<file path="config.mk">
export PLATFORM = sky130hd
export DESIGN_NAME = issue_queue_wakeup_oldest_select
export DESIGN_NICKNAME = d
export VERILOG_FILES = /design/src/iqwos_pkg.sv /design/src/issue_queue_wakeup_oldest_select.sv /design/src/iqwos_ctrl.sv /design/src/iqwos_dp.sv
export SDC_FILE = /design/constraint.sdc
export NUM_CORES = 2
export LEC_CHECK = 0
export ABC_CLOCK_PERIOD_IN_PS = 30700
export BUFFER_PORTS_ARGS = -buffer_cell sky130_fd_sc_hd__buf_2
export CAP_MARGIN = 20
export CORE_UTILIZATION = 40
export CTS_CLUSTER_DIAMETER = 60
export CTS_CLUSTER_SIZE = 10
export DETAILED_ROUTE_END_ITERATION = 10
export MAX_ROUTING_LAYER = met4
export PLACE_DENSITY_LB_ADDON = 0.3
export SLEW_MARGIN = 0
export SYNTH_ARGS = -nofsm -noshare
export SYNTH_HDL_FRONTEND = slang
export SYNTH_SLANG_ARGS = --single-unit
</file>
<file path="constraint.sdc">
create_clock -name i_clk -period 30.7 [get_ports i_clk]
set_input_delay 3.07 -clock i_clk [delete_from_list [all_inputs] [get_ports i_clk]]
set_output_delay 3.07 -clock i_clk [all_outputs]
set_load 0.02 [all_outputs]
</file>
<file path="src/iqwos_pkg.sv">
// Shared types and constants of the issue queue.
package iqwos_pkg;

    localparam int DEF_QUEUE_DEPTH = 32;
    localparam int DEF_MAX_WIDTH   = 8;

    localparam int TAG_W   = 6;
    localparam int CLASS_W = 2;
    localparam int CMD_W   = 2;
    localparam int IW_W    = 4;

    localparam logic [CMD_W-1:0] CMD_DISPATCH = 2'd0;
    localparam logic [CMD_W-1:0] CMD_WAKEUP   = 2'd1;
    localparam logic [CMD_W-1:0] CMD_SELECT   = 2'd2;

    localparam logic [IW_W-1:0] IW_RESET = 4'd4;

    localparam int          ADDR_W         = 3;
    localparam logic [ADDR_W-1:0] ADDR_ISSUE_WIDTH = 3'd0;

    // Commands from the controller to the datapath.
    typedef struct packed {
        logic load_in;
        logic exec;
        logic age;
        logic find;
        logic issue;
        logic issue_last;
        logic emit_empty;
    } t_dp_cmd;

    // Status from the datapath to the controller.
    typedef struct packed {
        logic out_free;
        logic is_select;
        logic found;
        logic other_ready;
    } t_dp_stat;

endpackage

</file>
<file path="src/issue_queue_wakeup_oldest_select.sv">
// Top level of the issue queue with tag wakeup and oldest-first select.
//
//  Channel    Direction  Carries
//  s_axis     in         one request: dispatch, wakeup or select (kind in tuser)
//  m_axis     out        result items; issue_valid in tuser, last in tlast
//  apb        in/out     issue_width register at byte address 0
//
// Dispatch and wakeup are accepted, then executed into the output register.
// A select is accepted, decoded and ages the slots; each issued result then takes a find
// step and a pick step of the two-level registered oldest-first search over the slots.
// Reset is synchronous: all slots free, issue_width back to 4.
// A held result stalls the controller only when the next result is ready to load.
module issue_queue_wakeup_oldest_select #(
    parameter int QUEUE_DEPTH = iqwos_pkg::DEF_QUEUE_DEPTH,
    parameter int MAX_WIDTH   = iqwos_pkg::DEF_MAX_WIDTH,
    localparam int SW    = $clog2(QUEUE_DEPTH),
    localparam int FW    = $clog2(QUEUE_DEPTH + 1),
    localparam int OBITS = 1 + iqwos_pkg::TAG_W + iqwos_pkg::CLASS_W + SW + FW,
    localparam int OUT_W = ((OBITS + 7) / 8) * 8
) (
    input  logic                          i_clk,
    input  logic                          i_rst_n,
    input  logic                          s_axis_tvalid,
    output logic                          s_axis_tready,
    // [5:0] dest_tag, [7:6] op_class, [13:8] src1_tag, [14] src1 ready flag,
    // [20:15] src2_tag, [21] src2 ready flag, [27:22] wake_tag
    input  logic [31:0]                   s_axis_tdata,
    // [1:0] command
    input  logic [1:0]                    s_axis_tuser,
    output logic                          m_axis_tvalid,
    input  logic                          m_axis_tready,
    // [0] accepted, [6:1] issued_dest, [8:7] issued_class, then issued_slot,
    // then free_count
    output logic [OUT_W-1:0]              m_axis_tdata,
    // [0] issue_valid
    output logic                          m_axis_tuser,
    output logic                          m_axis_tlast,
    input  logic                          psel,
    input  logic                          penable,
    input  logic                          pwrite,
    input  logic [iqwos_pkg::ADDR_W-1:0]  paddr,
    input  logic [31:0]                   pwdata,
    output logic [31:0]                   prdata,
    output logic                          pready
);

    iqwos_pkg::t_dp_cmd  cmd;
    iqwos_pkg::t_dp_stat stat;

    logic                            acc, iv, last;
    logic [iqwos_pkg::TAG_W-1:0]     dest;
    logic [iqwos_pkg::CLASS_W-1:0]   cls;
    logic [SW-1:0]                   slot;
    logic [FW-1:0]                   free_cnt;

    assign pready = 1'b1;

    iqwos_ctrl #(
        .MAX_WIDTH (MAX_WIDTH)
    ) u_ctrl (
        .i_clk    (i_clk),
        .i_rst_n  (i_rst_n),
        .i_tvalid (s_axis_tvalid),
        .o_tready (s_axis_tready),
        .psel     (psel),
        .penable  (penable),
        .pwrite   (pwrite),
        .paddr    (paddr),
        .pwdata   (pwdata),
        .prdata   (prdata),
        .i_stat   (stat),
        .o_cmd    (cmd)
    );

    iqwos_dp #(
        .QUEUE_DEPTH (QUEUE_DEPTH)
    ) u_dp (
        .i_clk          (i_clk),
        .i_rst_n        (i_rst_n),
        .i_command      (s_axis_tuser),
        .i_dest_tag     (s_axis_tdata[5:0]),
        .i_op_class     (s_axis_tdata[7:6]),
        .i_src1_tag     (s_axis_tdata[13:8]),
        .i_src1_ok      (s_axis_tdata[14]),
        .i_src2_tag     (s_axis_tdata[20:15]),
        .i_src2_ok      (s_axis_tdata[21]),
        .i_wake_tag     (s_axis_tdata[27:22]),
        .i_out_ready    (m_axis_tready),
        .i_cmd          (cmd),
        .o_stat         (stat),
        .o_valid        (m_axis_tvalid),
        .o_accepted     (acc),
        .o_issue_valid  (iv),
        .o_issued_dest  (dest),
        .o_issued_class (cls),
        .o_issued_slot  (slot),
        .o_free_count   (free_cnt),
        .o_last         (last)
    );

    assign m_axis_tdata = OUT_W'({free_cnt, slot, cls, dest, acc});
    assign m_axis_tuser = iv;
    assign m_axis_tlast = last;

endmodule

</file>
<file path="src/iqwos_ctrl.sv">
// Controller state machine and issue width register of the issue queue.
module iqwos_ctrl #(
    parameter int MAX_WIDTH = iqwos_pkg::DEF_MAX_WIDTH
) (
    input  logic                          i_clk,
    input  logic                          i_rst_n,
    input  logic                          i_tvalid,
    output logic                          o_tready,
    input  logic                          psel,
    input  logic                          penable,
    input  logic                          pwrite,
    input  logic [iqwos_pkg::ADDR_W-1:0]  paddr,
    input  logic [31:0]                   pwdata,
    output logic [31:0]                   prdata,
    input  iqwos_pkg::t_dp_stat           i_stat,
    output iqwos_pkg::t_dp_cmd            o_cmd
);

    localparam int KW = $clog2(MAX_WIDTH + 1);

    typedef enum logic [4:0] {
        S_IDLE = 5'b00001,
        S_EXEC = 5'b00010,
        S_AGE  = 5'b00100,
        S_FIND = 5'b01000,
        S_PICK = 5'b10000
    } t_state;

    t_state                    r_state, n_state;
    logic [iqwos_pkg::IW_W-1:0] r_iw;
    logic [KW-1:0]             r_k, n_k;
    logic [iqwos_pkg::IW_W:0]  lim_full;
    logic [KW-1:0]             limit;
    logic                      is_last;

    always_ff @(posedge i_clk) begin
        if (!i_rst_n) begin
            r_iw <= iqwos_pkg::IW_RESET;
        end else if (psel && penable && pwrite && paddr == iqwos_pkg::ADDR_ISSUE_WIDTH) begin
            r_iw <= pwdata[iqwos_pkg::IW_W-1:0];
        end
    end

    assign prdata = (paddr == iqwos_pkg::ADDR_ISSUE_WIDTH) ?
                    {{(32 - iqwos_pkg::IW_W){1'b0}}, r_iw} : 32'd0;

    assign lim_full = ({1'b0, r_iw} > (iqwos_pkg::IW_W + 1)'(MAX_WIDTH)) ?
                      (iqwos_pkg::IW_W + 1)'(MAX_WIDTH) : {1'b0, r_iw};
    assign limit    = KW'(lim_full);
    assign is_last  = ((r_k + KW'(1)) == limit) || !i_stat.other_ready;
    assign o_tready = (r_state == S_IDLE);

    always_comb begin
        n_state = r_state;
        n_k     = r_k;
        o_cmd   = '0;
        case (r_state)
            S_IDLE: begin
                if (i_tvalid) begin
                    o_cmd.load_in = 1'b1;
                    n_state = S_EXEC;
                end
            end
            S_EXEC: begin
                if (i_stat.is_select) begin
                    n_state = S_AGE;
                end else if (i_stat.out_free) begin
                    o_cmd.exec = 1'b1;
                    n_state = S_IDLE;
                end
            end
            S_AGE: begin
                o_cmd.age = 1'b1;
                n_k = '0;
                n_state = S_FIND;
            end
            S_FIND: begin
                o_cmd.find = 1'b1;
                n_state = S_PICK;
            end
            S_PICK: begin
                if (r_k == '0 && (limit == '0 || !i_stat.found)) begin
                    if (i_stat.out_free) begin
                        o_cmd.emit_empty = 1'b1;
                        n_state = S_IDLE;
                    end
                end else if (i_stat.out_free) begin
                    o_cmd.issue      = 1'b1;
                    o_cmd.issue_last = is_last;
                    if (is_last) begin
                        n_state = S_IDLE;
                    end else begin
                        n_k = r_k + KW'(1);
                        n_state = S_FIND;
                    end
                end
            end
            default: n_state = S_IDLE;
        endcase
    end

    always_ff @(posedge i_clk) begin
        if (!i_rst_n) begin
            r_state <= S_IDLE;
            r_k     <= '0;
        end else begin
            r_state <= n_state;
            r_k     <= n_k;
        end
    end

endmodule

</file>
<file path="src/iqwos_dp.sv">
// Datapath of the issue queue: slot storage, wakeup, oldest search and output register.
module iqwos_dp #(
    parameter int QUEUE_DEPTH = iqwos_pkg::DEF_QUEUE_DEPTH
) (
    input  logic                              i_clk,
    input  logic                              i_rst_n,
    input  logic [iqwos_pkg::CMD_W-1:0]       i_command,
    input  logic [iqwos_pkg::TAG_W-1:0]       i_dest_tag,
    input  logic [iqwos_pkg::CLASS_W-1:0]     i_op_class,
    input  logic [iqwos_pkg::TAG_W-1:0]       i_src1_tag,
    input  logic                              i_src1_ok,
    input  logic [iqwos_pkg::TAG_W-1:0]       i_src2_tag,
    input  logic                              i_src2_ok,
    input  logic [iqwos_pkg::TAG_W-1:0]       i_wake_tag,
    input  logic                              i_out_ready,
    input  iqwos_pkg::t_dp_cmd                i_cmd,
    output iqwos_pkg::t_dp_stat               o_stat,
    output logic                              o_valid,
    output logic                              o_accepted,
    output logic                              o_issue_valid,
    output logic [iqwos_pkg::TAG_W-1:0]       o_issued_dest,
    output logic [iqwos_pkg::CLASS_W-1:0]     o_issued_class,
    output logic [$clog2(QUEUE_DEPTH)-1:0]    o_issued_slot,
    output logic [$clog2(QUEUE_DEPTH+1)-1:0]  o_free_count,
    output logic                              o_last
);

    localparam int SW = $clog2(QUEUE_DEPTH);
    localparam int FW = $clog2(QUEUE_DEPTH + 1);
    localparam int GS = 4;
    localparam int NG = (QUEUE_DEPTH + GS - 1) / GS;
    localparam logic [15:0] AGE_MAX = 16'hFFFF;

    logic [QUEUE_DEPTH-1:0]           r_valid;
    logic [15:0]                      r_age  [QUEUE_DEPTH];
    logic [iqwos_pkg::TAG_W-1:0]      r_dest [QUEUE_DEPTH];
    logic [iqwos_pkg::CLASS_W-1:0]    r_cls  [QUEUE_DEPTH];
    logic [iqwos_pkg::TAG_W-1:0]      r_s1   [QUEUE_DEPTH];
    logic [iqwos_pkg::TAG_W-1:0]      r_s2   [QUEUE_DEPTH];
    logic [QUEUE_DEPTH-1:0]           r_s1ok;
    logic [QUEUE_DEPTH-1:0]           r_s2ok;
    logic [FW-1:0]                    r_free;

    logic [iqwos_pkg::CMD_W-1:0]      r_cmd;
    logic [iqwos_pkg::TAG_W-1:0]      r_in_dest, r_in_s1, r_in_s2, r_in_wake;
    logic [iqwos_pkg::CLASS_W-1:0]    r_in_cls;
    logic                             r_in_s1ok, r_in_s2ok;

    // First level of the oldest search: one winner per group of four slots.
    logic [NG-1:0]                    r_gv;
    logic [15:0]                      r_gage [NG];
    logic [SW-1:0]                    r_gidx [NG];
    logic [NG-1:0]                    n_gv;
    logic [15:0]                      n_gage [NG];
    logic [SW-1:0]                    n_gidx [NG];

    logic                             r_ovalid;
    logic                             r_oacc, r_oiv, r_olast;
    logic [iqwos_pkg::TAG_W-1:0]      r_odest;
    logic [iqwos_pkg::CLASS_W-1:0]    r_ocls;
    logic [SW-1:0]                    r_oslot;
    logic [FW-1:0]                    r_ofree;

    logic [QUEUE_DEPTH-1:0]           rdy;
    logic                             win_v;
    logic [15:0]                      win_age;
    logic [SW-1:0]                    win_idx;
    logic                             other;
    logic [SW-1:0]                    free_idx;
    logic                             full;
    logic                             do_disp;

    assign rdy     = r_valid & r_s1ok & r_s2ok;
    assign full    = (r_free == '0);
    assign do_disp = i_cmd.exec && r_cmd == iqwos_pkg::CMD_DISPATCH && !full;

    always_comb begin
        int idx;
        for (int g = 0; g < NG; g++) begin
            n_gv[g]   = 1'b0;
            n_gage[g] = '0;
            n_gidx[g] = '0;
            for (int j = 0; j < GS; j++) begin
                idx = g * GS + j;
                if (idx < QUEUE_DEPTH) begin
                    if (rdy[idx] && (!n_gv[g] || r_age[idx] > n_gage[g])) begin
                        n_gv[g]   = 1'b1;
                        n_gage[g] = r_age[idx];
                        n_gidx[g] = SW'(idx);
                    end
                end
            end
        end
    end

    always_comb begin
        win_v   = 1'b0;
        win_age = '0;
        win_idx = '0;
        for (int g = 0; g < NG; g++) begin
            if (r_gv[g] && (!win_v || r_gage[g] > win_age)) begin
                win_v   = 1'b1;
                win_age = r_gage[g];
                win_idx = r_gidx[g];
            end
        end
    end

    always_comb begin
        other = 1'b0;
        for (int i = 0; i < QUEUE_DEPTH; i++) begin
            if (rdy[i] && SW'(i) != win_idx) begin
                other = 1'b1;
            end
        end
    end

    always_comb begin
        free_idx = '0;
        for (int i = QUEUE_DEPTH - 1; i >= 0; i--) begin
            if (!r_valid[i]) begin
                free_idx = SW'(i);
            end
        end
    end

    assign o_stat.out_free    = !r_ovalid || i_out_ready;
    assign o_stat.is_select   = (r_cmd == iqwos_pkg::CMD_SELECT);
    assign o_stat.found       = win_v;
    assign o_stat.other_ready = other;

    always_ff @(posedge i_clk) begin
        if (i_cmd.load_in) begin
            r_cmd     <= i_command;
            r_in_dest <= i_dest_tag;
            r_in_cls  <= i_op_class;
            r_in_s1   <= i_src1_tag;
            r_in_s1ok <= i_src1_ok;
            r_in_s2   <= i_src2_tag;
            r_in_s2ok <= i_src2_ok;
            r_in_wake <= i_wake_tag;
        end
        if (i_cmd.find) begin
            r_gv   <= n_gv;
            r_gage <= n_gage;
            r_gidx <= n_gidx;
        end
    end

    // Slot payload, ages and ready flags.
    always_ff @(posedge i_clk) begin
        if (do_disp) begin
            r_age[free_idx]  <= '0;
            r_dest[free_idx] <= r_in_dest;
            r_cls[free_idx]  <= r_in_cls;
            r_s1[free_idx]   <= r_in_s1;
            r_s2[free_idx]   <= r_in_s2;
            r_s1ok[free_idx] <= r_in_s1ok;
            r_s2ok[free_idx] <= r_in_s2ok;
        end
        if (i_cmd.exec && r_cmd == iqwos_pkg::CMD_WAKEUP) begin
            for (int i = 0; i < QUEUE_DEPTH; i++) begin
                if (r_valid[i] && r_s1[i] == r_in_wake) begin
                    r_s1ok[i] <= 1'b1;
                end
                if (r_valid[i] && r_s2[i] == r_in_wake) begin
                    r_s2ok[i] <= 1'b1;
                end
            end
        end
        if (i_cmd.age) begin
            for (int i = 0; i < QUEUE_DEPTH; i++) begin
                if (r_valid[i] && r_age[i] != AGE_MAX) begin
                    r_age[i] <= r_age[i] + 16'd1;
                end
            end
        end
    end

    always_ff @(posedge i_clk) begin
        if (!i_rst_n) begin
            r_valid <= '0;
            r_free  <= FW'(QUEUE_DEPTH);
        end else if (do_disp) begin
            r_valid[free_idx] <= 1'b1;
            r_free <= r_free - FW'(1);
        end else if (i_cmd.issue) begin
            r_valid[win_idx] <= 1'b0;
            r_free <= r_free + FW'(1);
        end
    end

    always_ff @(posedge i_clk) begin
        if (!i_rst_n) begin
            r_ovalid <= 1'b0;
        end else if (i_cmd.exec || i_cmd.issue || i_cmd.emit_empty) begin
            r_ovalid <= 1'b1;
        end else if (i_out_ready) begin
            r_ovalid <= 1'b0;
        end
    end

    always_ff @(posedge i_clk) begin
        if (i_cmd.exec || i_cmd.emit_empty) begin
            r_oacc  <= do_disp;
            r_oiv   <= 1'b0;
            r_odest <= '0;
            r_ocls  <= '0;
            r_oslot <= '0;
            r_ofree <= do_disp ? r_free - FW'(1) : r_free;
            r_olast <= 1'b1;
        end else if (i_cmd.issue) begin
            r_oacc  <= 1'b0;
            r_oiv   <= 1'b1;
            r_odest <= r_dest[win_idx];
            r_ocls  <= r_cls[win_idx];
            r_oslot <= win_idx;
            r_ofree <= r_free + FW'(1);
            r_olast <= i_cmd.issue_last;
        end
    end

    assign o_valid        = r_ovalid;
    assign o_accepted     = r_oacc;
    assign o_issue_valid  = r_oiv;
    assign o_issued_dest  = r_odest;
    assign o_issued_class = r_ocls;
    assign o_issued_slot  = r_oslot;
    assign o_free_count   = r_ofree;
    assign o_last         = r_olast;

endmodule

</file>
* Yosys cells after proc, flatten, opt, wreduce, memory -nomap -nowiden
Memories as Yosys holds them, arrays and structs flattened. A register that Yosys moved wholly into a read port is not among the register bits.
Cells that the tools add are included.
** Word-level totals
- Register bits after elaboration :: 332
- Bits in latches :: 0
- RAM bits :: 1152
- Memory bits (read-only) :: 0
- Input bits :: 76
- Logic and storage cells :: 924
- Memories :: 5
** Memories
- u_dp.r_age :: depth 32, width 16, read ports 32, clocked after Yosys merged registers in 0, write ports 32, line iqwos_dp.sv:35 : logic [15:0] r_age [QUEUE_DEPTH];
- u_dp.r_dest :: depth 32, width 6, read ports 1, clocked after Yosys merged registers in 1, write ports 1, line iqwos_dp.sv:36 : logic [iqwos_pkg::TAG_W-1:0] r_dest [QUEUE_DEPTH];
- u_dp.r_s1 :: depth 32, width 6, read ports 32, clocked after Yosys merged registers in 0, write ports 1, line iqwos_dp.sv:38 : logic [iqwos_pkg::TAG_W-1:0] r_s1 [QUEUE_DEPTH];
- u_dp.r_s2 :: depth 32, width 6, read ports 32, clocked after Yosys merged registers in 0, write ports 1, line iqwos_dp.sv:39 : logic [iqwos_pkg::TAG_W-1:0] r_s2 [QUEUE_DEPTH];
- u_dp.r_cls :: depth 32, width 2, read ports 1, clocked after Yosys merged registers in 1, write ports 1, line iqwos_dp.sv:37 : logic [iqwos_pkg::CLASS_W-1:0] r_cls [QUEUE_DEPTH];
** Cells by class
- Add/subtract/negate cells :: 35
- $mul :: 0
- Divide/modulo/power cells :: 0
- $lt $le $gt $ge :: 36
- Equality and inequality tests :: 140
- Shifts and indexed selects :: 0
- Multiplexer cells :: 375
- Bitwise operators :: 5
- Reduce and logical (&&, ||, !) cells :: 268
** Operator list (count)
- two-way mux 16 bit :: 40
- adder 16 x 1 -> 16 bit, second input constant :: 32
- != test 16 bit, second input constant :: 32
- greater-than comparator 16 bit :: 31
- == test 6 bit :: 64
- two-way mux 1 bit :: 250
- two-way mux 5 bit :: 50
- two-way mux 32 bit :: 6
- logical AND 1 bit :: 168
- AND 32 bit :: 3
- != test 5 bit, first input constant :: 16
- bitwise mux 32 bit :: 2
- != test 4 x 5 -> 1 bit, first input constant :: 8
- logical OR 1 bit :: 37
- logical NOT 1 bit :: 35
- two-way mux 4 bit :: 8
- NOT 32 bit :: 1
- OR 32 bit :: 1
- one-hot mux 5 bit (5 select lines) :: 1
- two-way mux 6 bit :: 4
- OR reduction 3 bit :: 7
- != test 3 x 5 -> 1 bit, first input constant :: 4
- two-way mux 2 bit :: 9
- OR reduction 16 bit :: 1
- 30 further kinds :: 49

* Longest topological paths before layout
- Word-level depth :: 71
- Gate-level depth with buffers :: 79

* Hierarchy
From an unflattened synthesis, not the netlist that was laid out.
** Second synthesis, totals
- Cells, all modules :: 7624
- Area, all modules :: 83989.3 um^2
** By module, submodules not included
- iqwos_dp :: instances 1, cells each 7478, area each 82758.1 um^2, seq. area each 42841.1 um^2
- iqwos_ctrl :: instances 1, cells each 138, area each 1178.6 um^2, seq. area each 260.2 um^2
- issue_queue_wakeup_oldest_select :: instances 1, cells each 8, area each 52.6 um^2, seq. area each 0.0 um^2

* Worst setup path after synthesis
No wires, ideal clock.
- Path type :: register to register
- Start :: register u_ctrl.r_state[3]
- End :: register u_dp.r_gage[0] (netlist name) (enable)
- Setup time :: 1070 ps
- Arrival time :: 15524 ps
- Required time :: 29630 ps
- Slack :: 14106 ps
- Cell stages (with the launch flop) :: 2
- Path buffers :: 0
- Clock period less this slack :: 16594 ps
- Cell sequence :: dfxtp_1 > nor4bb_1
** Between the ends
- Word-level cells in the longest chain between the ends :: 2
** RTL lines
- start, declared :: line iqwos_ctrl.sv:29 : t_state r_state, n_state;
- start signal, assigned :: line iqwos_ctrl.sv:107 : r_state <= n_state;
- == test 5 x 4 -> 1 bit :: line iqwos_ctrl.sv:57 : case (r_state)
- two-way mux 1 bit :: line iqwos_ctrl.sv:57
- end signal, assigned :: line iqwos_dp.sv:145 : r_gage <= n_gage;
- end, declared :: line iqwos_dp.sv:51 : logic [15:0] r_gage [NG];
No other way between the ends.
A chain may end at the register's enable or synchronous reset.

* Final worst setup path
- Start :: register u_dp.r_gv[0]
- End :: register u_ctrl.r_k[0]
** Between the ends
- Word-level cells in the longest chain between the ends :: 67
- Elaborated cells on any way between the ends :: 155
** RTL lines
- start, declared :: line iqwos_dp.sv:50 : logic [NG-1:0] r_gv;
- start signal, assigned :: line iqwos_dp.sv:144 : r_gv <= n_gv;
- two-way mux 16 bit / two-way mux 1 bit (equally long branches) :: line iqwos_dp.sv:101 : if (r_gv[g] && (!win_v || r_gage[g] > win_age)) begin
- greater-than comparator 16 bit / logical NOT 1 bit (equally long branches) :: line iqwos_dp.sv:101
- logical OR 1 bit :: line iqwos_dp.sv:101
- logical AND 1 bit :: line iqwos_dp.sv:101
- two-way mux 16 bit / two-way mux 1 bit (equally long branches) :: line iqwos_dp.sv:101
- greater-than comparator 16 bit / logical NOT 1 bit (equally long branches) :: line iqwos_dp.sv:101
- logical OR 1 bit :: line iqwos_dp.sv:101
- logical AND 1 bit :: line iqwos_dp.sv:101
- (+20 left out)
- two-way mux 5 bit :: line iqwos_dp.sv:101
- nonzero test 5 bit :: line iqwos_dp.sv:112 : if (rdy[i] && SW'(i) != win_idx) begin
- logical AND 1 bit :: line iqwos_dp.sv:112
- two-way mux 1 bit (32 in series) :: line iqwos_dp.sv:112
- logical NOT 1 bit :: line iqwos_ctrl.sv:50 : assign is_last = ((r_k + KW'(1)) == limit) || !i_stat.other_ready;
- logical OR 1 bit :: line iqwos_ctrl.sv:50
- != test 2 bit (no line)
- AND reduction 4 bit (no line) *
- end signal, assigned :: line iqwos_ctrl.sv:108 : r_k <= n_k;
- end, declared :: line iqwos_ctrl.sv:31 : logic [KW-1:0] r_k, n_k;
Mark *: on every way between the ends. The rest lies on a longest branch, timed or not.

==> impl_metrics.json <==
{
  "root_buffer": "clkbuf_16",
  "grt_pass1_vias": 56200,
  "finalClockSkew_ns": 0.0678,
  "yosys.area_share.simple_pct": 14.3,
  "synthArstFlopShare_pct": 0,
  "combPwrFrac_pct": 14.4,
  "drc_errors": 0,
  "drtIter0Drc": 4665,
  "met3_length_mm": 11.5,
  "layout-drive-gt1-share_pct": 7.34,
  "cts_setup_buffers": 0,
  "syn_area_um2": 82600,
  "wirelength_mm": 219,
  "grt_pass1_wl_mm": 334,
  "max_slew_margin_pct": 20.1,
  "core_area_um2": 205000,
  "reg2reg_depth": 61,
  "pin_count": 137,
  "synth-edff-count": 1348,
  "critPathKind": "flop to flop",
  "fmax_mhz": 48.8,
  "rrSetupSlack_ns": 10.19,
  "hold_buffers": 0,
  "power_uw": 4940,
  "rsz0062_at_grt": "no",
  "peakVddDrop_mv": 0.0616,
  "dr.pass1.iters": 5,
  "track_usage_pct": 21.2,
  "fp.dieW_um": 457,
  "cpPeakStageDelay_ns": 0.87,
  "p_int_uw": 3600,
  "fin_cells": 10500,
  "pwr_density_cell_nw_per_um2": 53.7,
  "insertion_delay_ns": 0.86,
  "globalplace.congestion": 0.919,
  "synth_flop_cell": "edfxtp_1",
  "pre_cts_slack_ns": 9.27,
  "slew_violations": 0,
  "num-nets-final": 8313,
  "cts_resized": 0,
  "tritoncts": "yes",
  "grt_max_degree": 78,
  "numCtsBuffers": 177,
  "vias": 57600,
  "p_sw_uw": 1340,
  "swShare_pct": 27.1,
  "worst_path_max_delay_cell": "edfxtp_1",
  "setup_viol": 0,
  "critPathLaunchType": "flop",
  "r2r_start": "u_dp.r_gv[0]",
  "clock-sinks": 1479,
  "ys_types": 81,
  "drtAntennaViolNets": 0,
  "critPathCaptureType": "flop",
  "clock_power_share_pct": 40.0,
  "worstMarginPinSlew_ns": 1.20,
  "synth_top_family_by_area": "simple AND/OR/NAND/NOR gates",
  "synth-seq-cells": 1479,
  "die_y_um": 457,
  "synth.yosys.warnings": 0,
  "dp_hpwl_mm": 152,
  "cp_common_cell": "ha_1",
  "fin_util_pct": 44.8,
  "finalCritPeriodShare_pct": 66.8,
  "met1_length_mm": 96.9,
  "path_clk_slew_ns": 0.06,
  "hold_depth": 2,
  "hold_path_class": "flop to flop",
  "final_hold_viol_count": 0,
  "worst_slack_ns": 10.19,
  "p_seq_share_pct": 45.6,
  "antenna_found_initial": 6,
  "syn_inst": 7582,
  "fin_crit_ns": 20.51,
  "clock_path_buffers": 3,
  "routed_via_density": 5.49,
  "crit_required_ns": 31.39,
  "finalSetupTns_ns": 0,
  "seq_area_frac_synth_pct": 52.2,
  "routedWlPerCell_um": 20.8,
  "portBuffers": 71,
  "dr_wl_met2_mm": 103,
  "r2r_end": "u_ctrl.r_k[0]",
  "dpl.cell_count": 10200,
  "leakagePower_uw": 0.0344,
  "synth_compound_area_share_pct": 8.29,
  "synth_xor_area_share_pct": 8.56,
  "synth.area.mux_share_pct": 4.91,
  "min-delay-start": "u_dp.o_issued_class[1]",
  "yosys.area_share.adder_pct": 8.10,
  "crit_path_max_fanout": 50,
  "top_layer": "met4",
  "hold_end": "u_dp.o_issued_class[1]",
  "initial_core_util_pct": 40.3,
  "syn_to_final_growth_pct": 11.2,
  "drv_cap": 0,
  "cts-htree-levels": 4,
  "dieArea_um2": 208000,
  "rows": 166,
  "outcome": "complete, no violations",
  "overflow": 0,
  "arrival_ns": 21.19,
  "avgSynthCellArea_um2": 10.9
}
## worst max-delay path: cells and delay by family, from the launching register on
| kind | cells | cell delay (ns) |
|---|---|---|
| simple gates | 21 | 6.07 |
| flops | 1 | 0.87 |
| mux | 2 | 0.84 |
| compound gates | 24 | 8.63 |
| buf+inv | 7 | 1.71 |
| fa+ha+maj | 7 | 2.14 |
## metrics by stage
stage | hold slack, ns | area (µm²)
4_1_cts | 0.467 | 91500
3_3_place_gp | 0.436 | 86100
2_1_floorplan | 0.440 | 82700
5_1_grt | 0.483 | 91900
6_report | 0.462 | 91900
3_5_place_dp | 0.449 | 86200
## metal layers
layer	track usage, %	up-vias
met1	27.5	28300
met3	2.82	375
met4	6.87	0
li1	-	27400
met2	34.3	1550
met5	-	-
## synth_stat cells (36+ instances only)
| cell type | count | share of area, % |
|---|---|---|
| edfxtp_1 | 1348 | 49 |
| nor2_1 | 736 | 3.3 |
| nand2_1 | 727 | 3.3 |
| ha_1 | 535 | 8.1 |
| inv_1 | 509 | 2.3 |
| xnor2_1 | 485 | 5.1 |
| o21ai_0 | 388 | 2.3 |
| nand3_1 | 326 | 2.0 |
| xor2_1 | 323 | 3.4 |
| a21oi_1 | 272 | 1.6 |
| mux2i_1 | 240 | 2.9 |
| nand4_1 | 203 | 1.5 |
| clkbuf_1 | 188 | 0.85 |
| a21o_1 | 140 | 1.3 |
| dfxtp_1 | 131 | 3.2 |
| and3_1 | 110 | 0.83 |
| nor3_1 | 98 | 0.59 |
| nor4_1 | 86 | 0.65 |
| mux4_2 | 54 | 1.5 |
| nand2b_1 | 53 | 0.40 |
| nor2b_1 | 49 | 0.37 |
| or3_1 | 43 | 0.33 |
| a21boi_0 | 40 | 0.36 |
| mux2_2 | 39 | 0.53 |
| and2_1 | 36 | 0.27 |
## area by class of cell
| cell class | instances | area, µm² |
|---|---|---|
| clock buffer | 253 | 4780 |
| clock inverter | 35 | 594 |
| multi-input combinational | 5354 | 36700 |
| antenna | 4 | 10.0 |
| fill | 18600 | 113000 |
| timing repair buffer | 176 | 1400 |
| tap | 2688 | 3360 |
| inverter | 514 | 1930 |
| sequential | 1479 | 43100 |
## power groups by stage
| stage | Combinational (µW) | Clock (µW) | Sequential, µW |
|---|---|---|---|
| final | 711 | 1970 | 2250 |
| after global routing | 755 | 2080 | 2250 |
| after CTS | 705 | 2010 | 2250 |
| after detailed placement | 702 | 0 | 2300 |
| after global placement | 698 | 0 | 2290 |
| after floorplan | 456 | 0 | 2300 |
## cells in the final DEF (no fill, tap or decap), types with 97 or more instances in the layout
cell and n:
nor3_1 97, and3_1 109, nor2_1 735, o21ai_0 387, nand3_1 326, a21oi_1 257, inv_1 509, nand4_1 203
xor2_1 323, mux2i_1 240, nand2_1 727, a21o_1 140, ha_1 535, dfxtp_1 131, clkbuf_16 179, edfxtp_1 1348
xnor2_1 485
## worst max-delay path by stage
stage / startpoint / end / slack (ns)
4_1_cts: u_dp.r_gv[0] / u_ctrl.r_k[0] / 9.14
5_1_grt: u_dp.r_gv[0] / u_ctrl.r_k[2] / 8.81
3_5_place_dp: u_dp.r_gv[0] / u_ctrl.r_k[0] / 9.27
3_3_place_gp: u_dp.r_gv[0] / u_ctrl.r_k[0] / 9.52
2_1_floorplan: u_ctrl.r_state[3] / u_dp.r_gage[0] / 14.11
6_report: u_dp.r_gv[0] / u_ctrl.r_k[0] / 10.19
## cells by family (layout without fill, tap and decap cells)
| kind of cell | after synthesis | in the layout |
|---|---|---|
| buffers and inverters | 780 | 978 |
| xor gates and xnor gates | 808 | 808 |
| and+or+nand+nor | 2539 | 2539 |
| other | 2 | 37 |
| DFF | 1479 | 1479 |
| AOI/OAI and AO/OA | 1106 | 1106 |
| adders and majority gates | 535 | 535 |
| muxes | 333 | 333 |
## flip-flops by register name, indices dropped and copies added, names as in the netlist, 8 cells and up
name / flops
u_dp.r_age: 512
u_dp.r_dest: 192
u_dp.r_s1: 192
u_dp.r_s2: 192
u_dp.r_gage: 128
u_dp.r_cls: 64
u_dp.r_s1ok: 32
u_dp.r_s2ok: 32
u_dp.r_valid: 32
u_dp.r_gidx: 23
u_dp.r_gv: 8
Power figures use the tool's default switching activity.
